File: src/sv/fwrm_pkg.sv
// ----------------------------------------------------------------------------
// fwrm_pkg
// Shared types and codes of the queue with largest-entry extraction.
// ----------------------------------------------------------------------------
package fwrm_pkg;

  localparam int DATA_W = 32;

  // Function selector codes.
  localparam logic [2:0] FN_ENQ      = 3'd0;
  localparam logic [2:0] FN_DEQ      = 3'd1;
  localparam logic [2:0] FN_DEQ_MAX  = 3'd2;
  localparam logic [2:0] FN_PEEK     = 3'd3;
  localparam logic [2:0] FN_PEEK_MAX = 3'd4;
  localparam logic [2:0] FN_CLEAR    = 3'd5;

  // Status codes.
  localparam logic [1:0] STAT_OK    = 2'd0;
  localparam logic [1:0] STAT_EMPTY = 2'd1;
  localparam logic [1:0] STAT_FULL  = 2'd2;

  // Per-cycle command broadcast to every cell.
  typedef struct packed {
    logic enq;    // write the word into the cell at the fill position
    logic shift;  // cells at or behind the removal position take their neighbor
  } cell_cmd_t;

endpackage

File: src/sv/fwrm_if.sv
// ----------------------------------------------------------------------------
// fwrm_if
// Valid/ready channels for the queue: command words in, response words out.
// ----------------------------------------------------------------------------
interface fwrm_cmd_if;
  logic               valid;
  logic               ready;
  logic [2:0]         func;
  logic signed [31:0] value;

  modport source (output valid, output func, output value, input ready);
  modport sink   (input valid, input func, input value, output ready);
endinterface

interface fwrm_rsp_if #(
  parameter int CW = 5
);
  logic               valid;
  logic               ready;
  logic signed [31:0] data;
  logic [CW-1:0]      occupancy;
  logic [1:0]         status;

  modport source (output valid, output data, output occupancy, output status, input ready);
  modport sink   (input valid, input data, input occupancy, input status, output ready);
endinterface

File: src/sv/fifo_with_remove_max_core.sv
// ----------------------------------------------------------------------------
// fifo_with_remove_max_core
// Ordered queue of signed words with dequeue/peek of the front or the largest.
// Enqueue, dequeue, peek, clear: the response is registered and appears in the cycle after acceptance.
// Dequeue-max, peek-max: the search token walks the cell chain to the last cell
// before the response; one command is in flight at a time.
// Reset (synchronous) empties the queue and drops any pending response.
// ----------------------------------------------------------------------------
module fifo_with_remove_max_core import fwrm_pkg::*; #(
  parameter int DEPTH = 16,
  localparam int CW = $clog2(DEPTH + 1),
  localparam int IW = $clog2(DEPTH)
) (
  input  logic         clk,
  input  logic         rst,
  fwrm_cmd_if.sink     cmd,
  fwrm_rsp_if.source   rsp
);

  typedef enum logic [1:0] {
    S_IDLE = 2'b01,
    S_SCAN = 2'b10
  } state_t;

  state_t             state, state_next;
  logic [CW-1:0]      count, count_next;
  logic [CW-1:0]      scan_cnt;
  logic               scan_deq;
  logic               out_valid;
  logic signed [31:0] out_data;
  logic [CW-1:0]      out_occ;
  logic [1:0]         out_status;

  logic               accept;
  logic               scan_done;
  logic               load_out;
  logic signed [31:0] res_data;
  logic [1:0]         res_status;
  cell_cmd_t          cell_cmd;
  logic [IW-1:0]      shift_pos;

  logic signed [DATA_W-1:0] cell_value [DEPTH];
  logic signed [DATA_W-1:0] cell_next  [DEPTH];
  logic                     tok_have   [DEPTH+1];
  logic signed [DATA_W-1:0] tok_val    [DEPTH+1];
  logic [IW-1:0]            tok_idx    [DEPTH+1];

  assign tok_have[0] = 1'b0;
  assign tok_val[0]  = '0;
  assign tok_idx[0]  = '0;

  for (genvar i = 0; i < DEPTH; i++) begin : g_cell
    if (i < DEPTH - 1) begin : g_mid
      assign cell_next[i] = cell_value[i+1];
    end else begin : g_last
      assign cell_next[i] = cell_value[i];
    end

    fwrm_cell #(
      .DEPTH (DEPTH),
      .INDEX (i)
    ) u_cell (
      .clk        (clk),
      .cmd        (cell_cmd),
      .count      (count),
      .pos        (shift_pos),
      .wdata      (cmd.value),
      .next_value (cell_next[i]),
      .value      (cell_value[i]),
      .have_in    (tok_have[i]),
      .val_in     (tok_val[i]),
      .idx_in     (tok_idx[i]),
      .have_out   (tok_have[i+1]),
      .val_out    (tok_val[i+1]),
      .idx_out    (tok_idx[i+1])
    );
  end

  assign cmd.ready = (state == S_IDLE) && (!out_valid || rsp.ready);
  assign accept    = cmd.valid && cmd.ready;
  // The search is complete once the token has passed out of the last cell.
  assign scan_done = (state == S_SCAN) && (scan_cnt == CW'(DEPTH));

  always_comb begin
    state_next = state;
    count_next = count;
    cell_cmd   = '0;
    shift_pos  = '0;
    load_out   = 1'b0;
    res_data   = '0;
    res_status = STAT_OK;
    if (accept) begin
      case (cmd.func) inside
        FN_ENQ: begin
          load_out = 1'b1;
          if (count == CW'(DEPTH)) begin
            res_status = STAT_FULL;
          end else begin
            cell_cmd.enq = 1'b1;
            count_next   = count + CW'(1);
          end
        end
        FN_DEQ, FN_PEEK: begin
          load_out = 1'b1;
          if (count == '0) begin
            res_status = STAT_EMPTY;
          end else begin
            res_data = cell_value[0];
            if (cmd.func == FN_DEQ) begin
              cell_cmd.shift = 1'b1;
              count_next     = count - CW'(1);
            end
          end
        end
        FN_DEQ_MAX, FN_PEEK_MAX: begin
          if (count == '0) begin
            load_out   = 1'b1;
            res_status = STAT_EMPTY;
          end else begin
            state_next = S_SCAN;
          end
        end
        FN_CLEAR: begin
          load_out   = 1'b1;
          count_next = '0;
        end
        default: begin
          load_out = 1'b1;
        end
      endcase
    end else if (scan_done) begin
      load_out   = 1'b1;
      state_next = S_IDLE;
      res_data   = tok_val[DEPTH];
      if (scan_deq) begin
        cell_cmd.shift = 1'b1;
        shift_pos      = tok_idx[DEPTH];
        count_next     = count - CW'(1);
      end
    end
  end

  always_ff @(posedge clk) begin
    if (rst) begin
      state     <= S_IDLE;
      count     <= '0;
      out_valid <= 1'b0;
      scan_cnt  <= '0;
    end else begin
      state <= state_next;
      count <= count_next;
      if (state == S_SCAN) begin
        scan_cnt <= scan_cnt + CW'(1);
      end else begin
        scan_cnt <= '0;
      end
      if (load_out) begin
        out_valid <= 1'b1;
      end else if (rsp.ready) begin
        out_valid <= 1'b0;
      end
    end
  end

  always_ff @(posedge clk) begin
    if (accept) begin
      scan_deq <= (cmd.func == FN_DEQ_MAX);
    end
    if (load_out) begin
      out_data   <= res_data;
      out_occ    <= count_next;
      out_status <= res_status;
    end
  end

  assign rsp.valid     = out_valid;
  assign rsp.data      = out_data;
  assign rsp.occupancy = out_occ;
  assign rsp.status    = out_status;

endmodule

File: src/sv/fwrm_cell.sv
// ----------------------------------------------------------------------------
// fwrm_cell
// One queue slot. Holds its entry, takes the entry behind it on a removal, and
// forwards a running largest-value token one cell per cycle during a search.
// ----------------------------------------------------------------------------
module fwrm_cell import fwrm_pkg::*; #(
  parameter int DEPTH = 16,
  parameter int INDEX = 0,
  localparam int CW = $clog2(DEPTH + 1),
  localparam int IW = $clog2(DEPTH)
) (
  input  logic                     clk,
  input  cell_cmd_t                cmd,
  input  logic [CW-1:0]            count,
  input  logic [IW-1:0]            pos,
  input  logic signed [DATA_W-1:0] wdata,
  input  logic signed [DATA_W-1:0] next_value,
  output logic signed [DATA_W-1:0] value,
  input  logic                     have_in,
  input  logic signed [DATA_W-1:0] val_in,
  input  logic [IW-1:0]            idx_in,
  output logic                     have_out,
  output logic signed [DATA_W-1:0] val_out,
  output logic [IW-1:0]            idx_out
);

  logic occupied;
  logic take;

  assign occupied = CW'(INDEX) < count;
  // Strictly greater keeps the earliest of equal maxima.
  assign take     = occupied && (!have_in || (value > val_in));

  always_ff @(posedge clk) begin
    if (cmd.enq && (count == CW'(INDEX))) begin
      value <= wdata;
    end else if (cmd.shift && (IW'(INDEX) >= pos)) begin
      value <= next_value;
    end
  end

  always_ff @(posedge clk) begin
    have_out <= have_in || occupied;
    if (take) begin
      val_out <= value;
      idx_out <= IW'(INDEX);
    end else begin
      val_out <= val_in;
      idx_out <= idx_in;
    end
  end

endmodule
File: src/flat_wrapper.sv
// flat-port wrapper written by rule: the top's interface ports become plain ports
module fifo_with_remove_max_core_flat import fwrm_pkg::*;
#(
  parameter int DEPTH = 16,
  localparam int CW = $clog2(DEPTH + 1),
  localparam int IW = $clog2(DEPTH)
)
  (clk, rst, cmd_valid, cmd_func, cmd_value, cmd_ready, rsp_valid, rsp_data, rsp_occupancy, rsp_status, rsp_ready);
  fwrm_cmd_if cmd_i ();
  fwrm_rsp_if rsp_i ();
  input  logic clk;
  input  logic rst;
  input wire logic [$bits(cmd_i.valid)-1:0] cmd_valid;
  input wire logic [$bits(cmd_i.func)-1:0] cmd_func;
  input wire logic [$bits(cmd_i.value)-1:0] cmd_value;
  output wire logic [$bits(cmd_i.ready)-1:0] cmd_ready;
  output wire logic [$bits(rsp_i.valid)-1:0] rsp_valid;
  output wire logic [$bits(rsp_i.data)-1:0] rsp_data;
  output wire logic [$bits(rsp_i.occupancy)-1:0] rsp_occupancy;
  output wire logic [$bits(rsp_i.status)-1:0] rsp_status;
  input wire logic [$bits(rsp_i.ready)-1:0] rsp_ready;
  assign cmd_i.valid = cmd_valid;
  assign cmd_i.func = cmd_func;
  assign cmd_i.value = cmd_value;
  assign cmd_ready = cmd_i.ready;
  assign rsp_valid = rsp_i.valid;
  assign rsp_data = rsp_i.data;
  assign rsp_occupancy = rsp_i.occupancy;
  assign rsp_status = rsp_i.status;
  assign rsp_i.ready = rsp_ready;
  fifo_with_remove_max_core #(.DEPTH(DEPTH)) u_core (.clk(clk), .rst(rst), .cmd(cmd_i), .rsp(rsp_i));
endmodule
File: config.mk
export PLATFORM = sky130hd
export DESIGN_NAME = fifo_with_remove_max_core_flat
export DESIGN_NICKNAME = d
export VERILOG_FILES = /design/src/sv/fwrm_pkg.sv /design/src/sv/fwrm_if.sv /design/src/sv/fifo_with_remove_max_core.sv /design/src/sv/fwrm_cell.sv /design/src/flat_wrapper.sv
export SDC_FILE = /design/constraint.sdc
export NUM_CORES = 2
export LEC_CHECK = 0
export BUFFER_PORTS_ARGS = -buffer_cell sky130_fd_sc_hd__clkbuf_2
export CAP_MARGIN = 15
export CORE_MARGIN = 3
export CORE_UTILIZATION = 50
export CTS_BUF_LIST = sky130_fd_sc_hd__clkbuf_8
export CTS_CLUSTER_SIZE = 24
export DETAILED_ROUTE_END_ITERATION = 10
export MAX_ROUTING_LAYER = met4
export PLACE_DENSITY = 0.64
export RECOVER_POWER = 100
export SYNTH_ARGS = -nofsm -noshare
export SYNTH_HDL_FRONTEND = slang
export SYNTH_SLANG_ARGS = --single-unit
File: constraint.sdc
create_clock -name clk -period 17.3 [get_ports clk]
set_input_delay 0.865 -clock clk [delete_from_list [all_inputs] [get_ports clk]]
set_output_delay 0.865 -clock clk [all_outputs]
set_load 0.03 [all_outputs]
== Word level (Yosys, flattened, before mapping) ==
Cells that the tools add are included.

* Add/sub/neg operators: 3
* Magnitude comparators: 46
* Eq/ne operators: 28
* Mux-type cells: 93
* Bitwise gates (word level): 1
* Reductions and logical operators: 118

{| class="wikitable"
|+ Operator list
! operator !! number
|-
| $mux 32 || 50
|-
| $gt 32x32->1 || 15
|-
| $mux 5 || 10
|-
| $logic_and 1x1->1 || 49
|-
| $eq 5x4->1 const B || 8
|-
| $lt 4x5->1 const A || 8
|-
| $reduce_bool 2->1 || 17
|-
| $logic_or 1x1->1 || 30
|-
| $ge 4x4->1 const A || 7
|-
| $mux 1 || 21
|-
| $eq 5x3->1 const B || 4
|-
| $lt 3x5->1 const A || 4
|-
| $mux 2 || 9
|-
| $ge 3x4->1 const A || 4
|-
| $logic_not 1->1 || 16
|-
| $mux 4 || 3
|-
| $add 5x1->5 const B || 2
|-
| $eq 5x2->1 const B || 2
|-
| $eq 5x5->1 const B || 2
|-
| $lt 1x5->1 const A || 2
|-
| $lt 2x5->1 const A || 2
|-
| $ge 1x4->1 const A || 2
|-
| $ge 2x4->1 const A || 2
|-
| $ne 2x2->1 const B || 4
|-
| 12 further kinds || 16
|}

* Flip-flop bits (word level): 1152
* Input port bits: 39
* Output and inout port bits: 41
* Logic and storage cells: 359

== Depth between registers and ports, before layout ==
* Depth in word-level cells: 9
* Depth in mapped cells: 12
* Depth with buffers taken out: 10

== Hierarchy ==
Synthesis repeated with hierarchy kept, for this count alone.

* Cell total of the unflattened synthesis: 5148
* Area, all modules: 61595.3 um2

{| class="wikitable"
|+ By module, submodules not included
! module !! instances !! cells each !! area each (um2) !! seq. area each (um2)
|-
| fwrm_cell (u_core.g_cell[0].u_cell ...) || 2 || 269 || 3492.1 || 1701.6
|-
| fwrm_cell (u_core.g_cell[10].u_cell) || 1 || 427 || 4331.7 || 1701.6
|-
| fwrm_cell (u_core.g_cell[2].u_cell) || 1 || 425 || 4322.9 || 1701.6
|-
| fwrm_cell (u_core.g_cell[6].u_cell) || 1 || 429 || 4320.4 || 1701.6
|-
| fwrm_cell (u_core.g_cell[11].u_cell) || 1 || 424 || 4306.6 || 1701.6
|-
| fwrm_cell (u_core.g_cell[8].u_cell) || 1 || 270 || 3508.4 || 1701.6
|-
| fwrm_cell (u_core.g_cell[13].u_cell) || 1 || 272 || 3503.4 || 1701.6
|-
| fwrm_cell (u_core.g_cell[9].u_cell) || 1 || 270 || 3500.9 || 1701.6
|-
| fwrm_cell (u_core.g_cell[1].u_cell) || 1 || 270 || 3499.6 || 1701.6
|-
| fwrm_cell (u_core.g_cell[12].u_cell) || 1 || 268 || 3497.1 || 1701.6
|-
| fwrm_cell (u_core.g_cell[14].u_cell) || 1 || 270 || 3495.9 || 1701.6
|-
| fwrm_cell (u_core.g_cell[4].u_cell) || 1 || 269 || 3489.6 || 1701.6
|-
| fwrm_cell (u_core.g_cell[7].u_cell) || 1 || 268 || 3489.6 || 1701.6
|-
| fwrm_cell (u_core.g_cell[15].u_cell) || 1 || 263 || 3367.0 || 1701.6
|-
| +2 rows || - || - || - || -
|}

== Worst setup path before layout ==
OpenSTA, ideal clock, no wires.

* Path type: input port to flip-flop
* Start point: input port rsp_ready
* End point: register u_core.g_cell[10].u_cell.value[0] (enable)
* Library setup time: 0.533 ns
* Arrival time: 5.568 ns
* Required time: 16.767 ns
* Slack: 11.198 ns
* Cell stages on the path: 7
* Path buffers: 1
* Cell sequence: nand2b_1 > nand4b_1 > clkbuf_1 > inv_1 > nand3_1 > o21a_1 > o311ai_0

* Cells in the longest elaborated chain, start to end: 7
* Elaborated cells on any way between the ends: 10
* Classes of those cells: order compare: 1; mux: 3; reduce/logical: 6

{| class="wikitable"
|+ RTL lines
! element !! RTL line !! text
|-
| start, declared || flat_wrapper.sv:21 || <nowiki>input wire logic [$bits(rsp_i.ready)-1:0] rsp_ready;</nowiki>
|-
| $logic_or 1x1->1 * || fifo_with_remove_max_core.sv:79 || <nowiki>assign cmd.ready = (state == S_IDLE) && (!out_valid || rsp.ready);</nowiki>
|-
| $logic_and 1x1->1 * || fifo_with_remove_max_core.sv:79 ||
|-
| $logic_and 1x1->1 * || fifo_with_remove_max_core.sv:80 || <nowiki>assign accept = cmd.valid && cmd.ready;</nowiki>
|-
| via u_core.accept || fifo_with_remove_max_core.sv:34 || <nowiki>logic accept;</nowiki>
|-
| $mux 4 || fifo_with_remove_max_core.sv:92 || <nowiki>if (accept) begin</nowiki>
|-
| $ge 4x4->1 || fwrm_cell.sv:37 || <nowiki>end else if (cmd.shift && (IW'(INDEX) >= pos)) begin</nowiki>
|-
| $logic_and 1x1->1 || fwrm_cell.sv:37 ||
|-
| $reduce_bool 2->1 (no source line) * || - ||
|-
| end signal, assigned || fwrm_cell.sv:36 || <nowiki>value <= wdata;</nowiki>
|-
| end signal, assigned || fwrm_cell.sv:38 || <nowiki>value <= next_value;</nowiki>
|-
| end, declared || fwrm_cell.sv:18 || <nowiki>output logic signed [DATA_W-1:0] value,</nowiki>
|}

Mark *: on every way through the listed nets, which the timed path passes. The rest lies on a longest branch.
A chain may end at the register's enable or synchronous reset.

== Worst setup path in the final report ==
* Start point: register u_core.scan_cnt[0]
* End point: register u_core.g_cell[1].u_cell.value[26] (enable)

* Cells in the longest elaborated chain, start to end: 7
* Elaborated cells on any way between the ends: 9
* Classes of those cells: order compare: 1; eq/ne: 1; mux: 4; reduce/logical: 3

{| class="wikitable"
|+ RTL lines
! element !! RTL line !! text
|-
| start, declared || fifo_with_remove_max_core.sv:27 || <nowiki>logic [CW-1:0] scan_cnt;</nowiki>
|-
| start signal, assigned || fifo_with_remove_max_core.sv:153 || <nowiki>scan_cnt <= scan_cnt + CW'(1);</nowiki>
|-
| $eq 5x5->1 * || fifo_with_remove_max_core.sv:82 || <nowiki>assign scan_done = (state == S_SCAN) && (scan_cnt == CW'(DEPTH));</nowiki>
|-
| $logic_and 1x1->1 * || fifo_with_remove_max_core.sv:82 ||
|-
| $mux 4 || fifo_with_remove_max_core.sv:131 || <nowiki>end else if (scan_done) begin</nowiki>
|-
| $mux 4 || fifo_with_remove_max_core.sv:92 ||
|-
| $ge 1x4->1 || fwrm_cell.sv:37 ||
|-
| $logic_and 1x1->1 * || fwrm_cell.sv:37 ||
|-
| $reduce_bool 2->1 (no source line) * || - ||
|-
| end signal, assigned || fwrm_cell.sv:36 ||
|-
| end signal, assigned || fwrm_cell.sv:38 ||
|-
| end, declared || fwrm_cell.sv:18 ||
|}

Mark *: on every way between the ends. The rest lies on a longest branch, timed or not.

==> flow_metrics.py <==
metrics = {
    "timing": {
        "fin_ws_ns": 8.80,
        "max_slew_margin": -2.08,
        "tns_ns": 0,
        "min_period_ns": 8.50,
        "drv_slew": 1633,
        "worst_pin_slew_ns": 4.57,
        "fin_worst_skew_ns": 0.0418,
        "timing.final.crit_share": 0.492,
        "holdWs_ns": 0.334,
        "finalHoldViolations": 0,
        "max_freq_mhz": 118,
        "setup_viol": 0,
        "rsz0062_at_grt": "no",
    },
    "critical_path": {
        "cp_top_family": "compound AO/OA/AOI/OAI gates",
        "crit_fanout": 32,
        "slowest_delay_ns": 3.47,
        "path_cells": "inv_1, ha_1, nand2_1, nor4_1, clkbuf_1, nand2_1, o22a_1, clkbuf_1, o21ai_0",
        "crit_arrival_ns": 8.85,
        "reg2reg_depth": 9,
        "cp-start-kind": "flop",
        "path_buf_inv": 3,
        "cp_slowest_cell": "o21ai_0",
        "worst-setup-path-type": "reg -> reg",
        "endpoint_kind": "flop",
        "required_ns": 17.65,
        "cp.depth": 9,
    },
    "synthesis": {
        "yosys.area.top_type": "edfxtp_1",
        "synth_area_leaders": "edfxtp_1 (30%), dfxtp_1 (22%), mux2_2 (18%)",
        "synth_ff_type": "dfxtp_1",
        "synthDistinctLibCells": 82,
        "ys_seq_area_frac": 0.519,
        "synth_area_um2": 54600,
        "netlist.area_leader.share": 0.303,
        "syn_nets": 4821,
        "synth_edf_count": 552,
        "syn_inst": 4295,
        "synth_area_per_cell_um2": 12.7,
        "yosysWarnings": 0,
        "yosys.cell_count.top_type": "mux2_2",
        "ys_ff_latch": 1141,
        "synth_common_cells": "mux2_2 (851), dfxtp_1 (589), edfxtp_1 (552)",
        "synthArstFlopShare": 0,
    },
    "placement": {
        "routabilityCongestion": 0.912,
        "numPlacedInstances": 5671,
        "dp_hpwl_um": 103000,
        "io_buffers": 79,
        "pre_cts_ws_ns": 12.67,
        "place_area_um2": 56700,
    },
    "route": {
        "drt-pass1-iter-count": 6,
        "post_drt_wl_per_cell_um": 24.3,
        "drcViolationCount": 0,
        "ant_nets": 0,
        "drt_iter0_markers": 2772,
        "num_vias": 33900,
        "wl_um": 146000,
        "viasPerCell": 5.62,
    },
    "cts": {
        "postCtsResizedCells": 0,
        "cts_htree_levels": 4,
        "post_cts_buffers": 0,
        "numClockSinks": 1141,
        "cts_buffers": 185,
        "cts_tree": "built",
        "cts_root_buffer": "clkbuf_8",
        "clk_pin_slew_ns": 0.06,
        "insertion_delay_ns": 0.87,
        "cts_buffer_depth": 3,
        "hold_buffers": 0,
    },
    "floorplanning": {
        "rows": 120,
        "io-pin-count": 80,
        "initial_core_util": 0.507,
        "die_area_um2": 113000,
        "die_w_um": 337,
        "core_area_um2": 108000,
        "dieHeight_um": 337,
    },
    "final_layout": {
        "final_cell_area_um2": 59700,
        "final_nets": 4981,
        "fin_util": 0.554,
        "area_delta_synth_final_pct": 9.32,
        "drive_above_1_share": 0.245,
        "stdcell_count": 6027,
    },
    "hold_path": {
        "worstHoldPathCells": 3,
        "hold_class": "in -> reg",
    },
    "grt": {
        "grt_pass1_wl_um": 218000,
        "grt_start_max_net_pins": 40,
        "grt_pass1_vias": 33800,
        "use_met3": 0.0444,
        "grtUsageMet1": 0.387,
        "grt_use_total": 0.266,
        "grt.overflow.total": 0,
        "use_met2": 0.383,
        "grt_antenna_before_repair": 18,
        "top_usage_layer": "met1",
    },
    "pwr": {
        "total_power_mw": 7.44,
        "power_density_nw_per_um2": 125,
        "leakagePower_nw": 23.7,
        "vdd_drop_max_mv": 0.0819,
    },
    "flow_run": {
        "max_cap_violations": 68,
    },
    "status": {
        "status": "complete, but fails checks",
        "violations": "capacitance limit, slew limit",
    },
}
[cell families after synthesis]
kind of cell,Yosys count,share of synthesized area
muxes,961,0.205
and+or+nand+nor,574,0.0567
AOI/OAI and AO/OA,472,0.0587
DFF,1141,0.519
buffers and inverters,650,0.0473
adders and majority gates,487,0.112
xor gates and xnor gates,10,0.00160
[path summary, 6_finish.rpt]
check | start | end | slack, ns
max reg2reg | u_core.scan_cnt[0] | u_core.g_cell[1].u_cell.value[26] | 8.80
min reg2reg | u_core.g_cell[10].u_cell.idx_out[3] | u_core.g_cell[11].u_cell.idx_out[3] | 0.41
max | u_core.scan_cnt[0] | u_core.g_cell[1].u_cell.value[26] | 8.80
min | rsp_ready | u_core.rsp.valid | 0.33
[cells in the final DEF (no fill, tap or decap), drive strengths merged, types with 18 or more instances in the layout]
cell	n
a21o	56
a21oi	171
a221o	19
a221oi	18
a22o	32
and2	55
and4	19
clkbuf	346
clkinv	42
dfxtp	589
edfxtp	552
ha	487
inv	570
mux2	959
nand2	122
nand2b	25
nand3	64
nand4	85
nor2	72
nor2b	30
nor3	19
o211ai	18
o21ai	61
or2	32
[routing by layer]
| metal | vias to the layer above | routed length [um] |
|---|---|---|
| li1 | 16000 | - |
| met5 | - | 0 |
| met3 | 197 | 9560 |
| met2 | 1050 | 62700 |
| met4 | 0 | 3140 |
| met1 | 16700 | 71100 |
[worst min-delay path, delay by kind of cell]
family / cells / cell delay [ns]
and+or+nand+nor: 1 / 0.13
AOI/OAI and AO/OA: 1 / 0.07
buffers and inverters: 1 / 0.07
[state kept, by name, indices dropped and copies added, names as in the netlist]
register                       flops
u_core.rsp.valid                   1
u_core.scan_deq                    1
u_core.rsp.data                   32
u_core.count                       5
u_core.scan_cnt                    5
u_core.rsp.status                  2
u_core.state                       2
u_core.g_cell.u_cell.have_out     15
u_core.rsp.occupancy               5
u_core.g_cell.u_cell.val_out     512
u_core.g_cell.u_cell.value       512
u_core.g_cell.u_cell.idx_out      49
[where the power goes]
group / switching [mW] / internal (mW) / leakage, nW
sequential: 0.306 / 3.27 / 9.89
clock: 1.12 / 1.31 / 2.24
combinational: 0.754 / 0.677 / 11.6
total: 2.18 / 5.26 / 23.7
[layout make-up]
type	count	area (um^2)
fill	9154	48100
antenna	5	12.5
timing repair buffer	126	487
inverter	497	1870
multi-input combinational	2504	23400
clock inverter	129	821
tap	1403	1760
sequential	1141	28400
clock buffer	222	3060
(Power assumes the default switching activity.)
